===== src/rtl/pcfwl_pkg.sv =====
// shared types and constants for the per-client fixed-window limiter
// used by pcfwl_table, pcfwl_cmp and per_client_fixed_window_limiter
package pcfwl_pkg;

  localparam int TIME_W  = 32;
  localparam int CFG_W   = 31;
  localparam int COUNT_W = 16;
  localparam int KEY_W   = 64;
  localparam int CIDX_W  = 2;

  // register indexes of the configuration port
  localparam logic [CIDX_W-1:0] CFG_REQUEST_LIMIT  = 2'd0;
  localparam logic [CIDX_W-1:0] CFG_WINDOW_LENGTH  = 2'd1;
  localparam logic [CIDX_W-1:0] CFG_IDLE_TIMEOUT   = 2'd2;
  localparam logic [CIDX_W-1:0] CFG_SWEEP_INTERVAL = 2'd3;

  // verdict codes
  localparam logic [1:0] VERDICT_ALLOWED = 2'd0;
  localparam logic [1:0] VERDICT_LIMITED = 2'd1;
  localparam logic [1:0] VERDICT_FULL    = 2'd2;

  // reset values of the configuration registers
  localparam logic [COUNT_W-1:0] RST_REQUEST_LIMIT  = 16'd60;
  localparam logic [CFG_W-1:0]   RST_WINDOW_LENGTH  = 31'd60000;
  localparam logic [CFG_W-1:0]   RST_IDLE_TIMEOUT   = 31'd600000;
  localparam logic [CFG_W-1:0]   RST_SWEEP_INTERVAL = 31'd600000;

  // one client table row
  typedef struct packed {
    logic               valid;
    logic [KEY_W-1:0]   key_hi;
    logic [KEY_W-1:0]   key_lo;
    logic [COUNT_W-1:0] count;
    logic [TIME_W-1:0]  wstart;
    logic [TIME_W-1:0]  last;
  } entry_t;

endpackage


===== src/rtl/pcfwl_cmp.sv =====
// shared modular time unit: (now - then) mod 2^32 compared against a limit
// depends on pcfwl_pkg for widths
module pcfwl_cmp
  import pcfwl_pkg::*;
(
  input  logic [TIME_W-1:0] now_i,
  input  logic [TIME_W-1:0] then_i,
  input  logic [CFG_W-1:0]  limit_i,
  output logic              expired_o
);

  logic [TIME_W-1:0] diff;

  // wrapping difference, then unsigned compare
  assign diff      = now_i - then_i;
  assign expired_o = (diff >= {1'b0, limit_i});

endmodule

===== config.mk =====
export PLATFORM = sky130hd
export DESIGN_NAME = pcfwl_cmp
export DESIGN_NICKNAME = d
export VERILOG_FILES = /design/src/rtl/pcfwl_pkg.sv /design/src/rtl/pcfwl_cmp.sv
export SDC_FILE = /design/constraint.sdc
export NUM_CORES = 1
export LEC_CHECK = 0
export BUFFER_PORTS_ARGS = -buffer_cell sky130_fd_sc_hd__buf_2
export CAP_MARGIN = 20
export CELL_PAD_IN_SITES_DETAIL_PLACEMENT = 0
export CELL_PAD_IN_SITES_GLOBAL_PLACEMENT = 1
export CORE_AREA = 2 2 88 90
export DETAILED_ROUTE_END_ITERATION = 8
export DIE_AREA = 0 0 90 92
export GPL_ROUTABILITY_DRIVEN = 0
export PLACE_DENSITY_LB_ADDON = 0.1
export SLEW_MARGIN = 20
export SYNTH_ARGS = -nofsm -noshare
export SYNTH_HDL_FRONTEND = slang
export SYNTH_SLANG_ARGS = --single-unit
export TNS_END_PERCENT = 20

===== constraint.sdc =====
create_clock -name vclk -period 4.4
set_input_delay 0.22 -clock vclk [all_inputs]
set_output_delay 0.22 -clock vclk [all_outputs]
set_load 0.005 [all_outputs]

Word-level counts from Yosys, hierarchy flattened

Cells that the tools add are included.

$add $sub $neg: 1
$lt $le $gt $ge: 1

Operators by type and width:

| operator                                         | count |
|---|---|
| 32-bit by 31-bit >= comparator with 1-bit output | 1 |
| 32-bit subtractor                                | 1 |

Register bits: 0
Input port bits: 95
Output and inout bits: 1
Logic and storage cells: 2

Longest topological paths before layout

Depth after elaboration: 2
Mapped depth: 21

Worst setup path before layout

No wires, ideal clock.

Path type: input to output
Start: input now_i[0]
End: output expired_o
Data arrival time: 3.441 ns
Path slack: 0.739 ns
Cell stages on the path: 20
Path buffers: 0
Cells stage by stage: inv_1 -> ha_1 -> inv_1 -> fa_1 -> a211oi_1 -> o21bai_1 -> a21oi_1 -> o21bai_1 -> a211oi_1 -> o221ai_1 -> a21oi_1 -> xnor2_1 -> ha_1 -> a21o_1 -> a21oi_1 -> nor2_1 -> nor4bb_1 -> o21ai_0 -> a21oi_1 -> a21bo_2

Longest elaborated chain between the ends: 2

RTL lines:

| what                                             | line            | text |
|---|---|---|
| start: declaration                               | pcfwl_cmp.sv:6  | `input logic [TIME_W-1:0] now_i,` |
| 32-bit subtractor                                | pcfwl_cmp.sv:15 | `assign diff = now_i - then_i;` |
| 32-bit by 31-bit >= comparator with 1-bit output | pcfwl_cmp.sv:16 | `assign expired_o = (diff >= {1'b0, limit_i});` |
| end: declaration                                 | pcfwl_cmp.sv:9  | `output logic expired_o` |

Every way passes these cells.

Worst setup path in the final report

Same ends and word-level chain as after synthesis.

==> impl_metrics.py <==
metrics = {
    "routing": {
        "wire_per_inst_microns": 12.1,
        "vias": 2789,
        "antenna_left": 0,
        "drt_pre_antenna_iters": 4,
        "routed-wl-met2_microns": 2840,
        "drtIter0Drc": 112,
        "wirelength_microns": 6900,
        "drc_errors": 0,
        "wl_met3_microns": 444,
        "highest_layer": "met4",
        "avgViaCountPerCell": 4.88,
        "wl_met1_microns": 3590,
    },
    "floorplanning": {
        "die_y_microns": 92,
        "num_io_pins": 96,
        "die_x_microns": 90,
        "rows": 32,
        "initial_core_util_pct": 34.8,
        "core-area_sq_mm": 0.00745,
        "die_area_sq_mm": 0.00828,
    },
    "global_route": {
        "antenna_found_initial": 0,
        "overflow": 0,
        "grt_pass1_wl_microns": 12000,
        "track_usage_pct": 16.5,
        "grt_pass1_vias": 2673,
        "grt_start_max_net_pins": 10,
    },
    "cells_and_area": {
        "num_antenna_cells": 0,
        "drive_above_1_share_pct": 26.0,
        "seqCellArea_sq_um": 0,
        "final_cells": 571,
        "post-route-util_pct": 43.8,
        "fin_nets": 629,
        "nFlopsAndLatches": 0,
        "area_growth_syn_to_layout_pct": 26.0,
        "fillers": 824,
        "clock_buffers": 0,
    },
    "power": {
        "ir_worst_vdd_mv": 0.0755,
        "powerDensity_mw_per_mm2": 151,
        "power.leakage_nw": 1.87,
    },
    "worst_setup_path": {
        "end_kind": "output pin",
        "path_max_fanout": 3,
        "startpoint_type": "input port",
        "required_ns": 4.18,
        "arrival_ns": 3.88,
        "crit_type": "input port to output pin",
    },
    "synthesis": {
        "synth_simple_gate_area_share_pct": 16.3,
        "yosysWarnings": 0,
        "synth_compound_area_share_pct": 31.3,
        "netlist_area_sq_mm": 0.00259,
        "synth_fa_ha_area_share_pct": 30.7,
        "yosysUniqueCellTypes": 50,
        "synth_top_area_share_pct": 30.0,
        "synthXorXnorAreaFrac_pct": 9.47,
        "yosys.area.top_type": "ha_1",
        "muxShareOfSynthArea_pct": 0.435,
        "seq_area_frac_synth_pct": 0,
        "synth_area_leaders": "ha_1 (30%), inv_1 (10%), a21oi_1 (7.2%), xnor2_1 (6.1%), a21o_1 (5.8%)",
        "avgSynthCellArea_sq_um": 6.87,
        "synth_top_family_by_area": "compound AO/OA/AOI/OAI gates",
        "syn_inst": 377,
        "syn-num-nets": 535,
    },
    "timing": {
        "drv_slew": 0,
        "tightest_slew_ns": 0.448,
        "setup_viol": 0,
        "fin_crit_sh_pct": 93.2,
        "holdWs_ns": 0.870,
        "max-slew-margin-rel_pct": 69.4,
        "max_freq_ghz": 0.244,
        "hold_viol": 0,
        "rsz0062_at_grt": "no",
        "setup_tns_ns": 0,
        "finalCriticalPeriod_ns": 4.10,
    },
    "flow_run": {
        "drv_cap": 0,
    },
    "place": {
        "dp.cells": 570,
        "portBuffers": 96,
        "hpwlAfterDp_microns": 6080,
    },
    "outcome": {
        "outcome": "finished clean",
    },
    "worst_hold_path": {
        "hp-class": "input port to output pin",
        "hold_depth": 5,
    },
}
==> repair_timing <==
item,in CTS,in global routing
buffers inserted,0,1
setup endpoints to repair,0,1
resized for setup,0,16
hold buffers,0,0
==> through the flow <==
step                cell area, sq um  power [mW]  setup slack (ns)
floorplan                       2590       0.339             0.739
global placement                3180       0.469             0.176
detailed placement              3180       0.473            0.0856
CTS                             3180       0.476            0.0678
global route                    3260       0.566            0.0241
finish                          3260       0.493             0.299
==> cell type report <==
class / count / area [sq um] / area share [%]
tap: 102 / 128 / 3.91
inverter: 72 / 270 / 8.29
timing repair buffer: 100 / 510 / 15.7
multi-input combinational: 297 / 2350 / 72.2
==> layout by cell type (no fill, tap or decap), types with 2 or more instances in the layout <==
cell and count:
ha_1 62, a21oi_1 33, a2111oi_0 2, buf_2 96, a22o_1 2, nand4_1 11
a211oi_1 4, o21ai_1 3, o21ai_0 21, xnor2_1 18, a211oi_2 5, o21a_1 4
inv_1 72, and4_1 3, xor2_1 10, a311oi_1 2, a21o_1 20, nor2b_1 4
nand2b_1 3, o211a_1 2, or2_2 2, nor3_1 6, a21oi_2 4, o21bai_1 3
buf_4 4, nor4_1 2, nand3_1 4, nor2_1 18, a31oi_1 2, nand2_1 23
o31a_1 3
==> per-layer routing <==
layer  vias up  track usage, %
li1       1527               -
met3         4            2.05
met5         -               0
met1      1178            24.8
met4         0           0.513
met2        80            26.4
==> worst paths after layout <==
kind                  start         to  slack [ns]
hold / removal    now_i[31]  expired_o        0.87
setup / recovery   now_i[0]  expired_o        0.30
==> cells by family (layout without fill, tap and decap cells) <==
logic type | count (synthesis) | in the layout
XOR/XNOR | 28 | 28
AND/OR/NAND/NOR | 83 | 83
AO/OA/AOI/OAI | 122 | 122
buffers and inverters | 80 | 172
multiplexers | 1 | 1
adder cells (fa/ha/maj) | 63 | 63
==> critical path, stage by stage <==
cell	delay, ns
buf_2	0.09
inv_1	0.05
ha_1	0.16
inv_1	0.05
fa_2	0.37
a211oi_2	0.28
o21bai_1	0.13
a21oi_2	0.19
o21bai_1	0.14
a211oi_2	0.31
o221ai_1	0.15
a21oi_1	0.19
xnor2_1	0.14
ha_1	0.26
a21o_1	0.16
a21oi_1	0.15
nor2_1	0.06
nor4bb_1	0.24
o21ai_0	0.10
a21oi_1	0.10
a21bo_2	0.22
buf_2	0.12
==> where the power goes <==
| group | internal (mW) | leakage (nW) | switching, mW |
|---|---|---|---|
| clock network | 0 | 0 | 0 |
| logic | 0.235 | 1.87 | 0.258 |
| registers | 0 | 0 | 0 |
| total | 0.235 | 1.87 | 0.258 |
==> cells in the mapped netlist (6+ instances only) <==
cell type	number
a211oi_1	8
o21ai_0	22
xnor2_1	18
nand2_1	23
nand4_1	11
nor2_1	18
nor3_1	6
inv_1	72
ha_1	62
a21oi_1	37
xor2_1	10
a21o_1	20
Power figures use the tool's default switching activity.
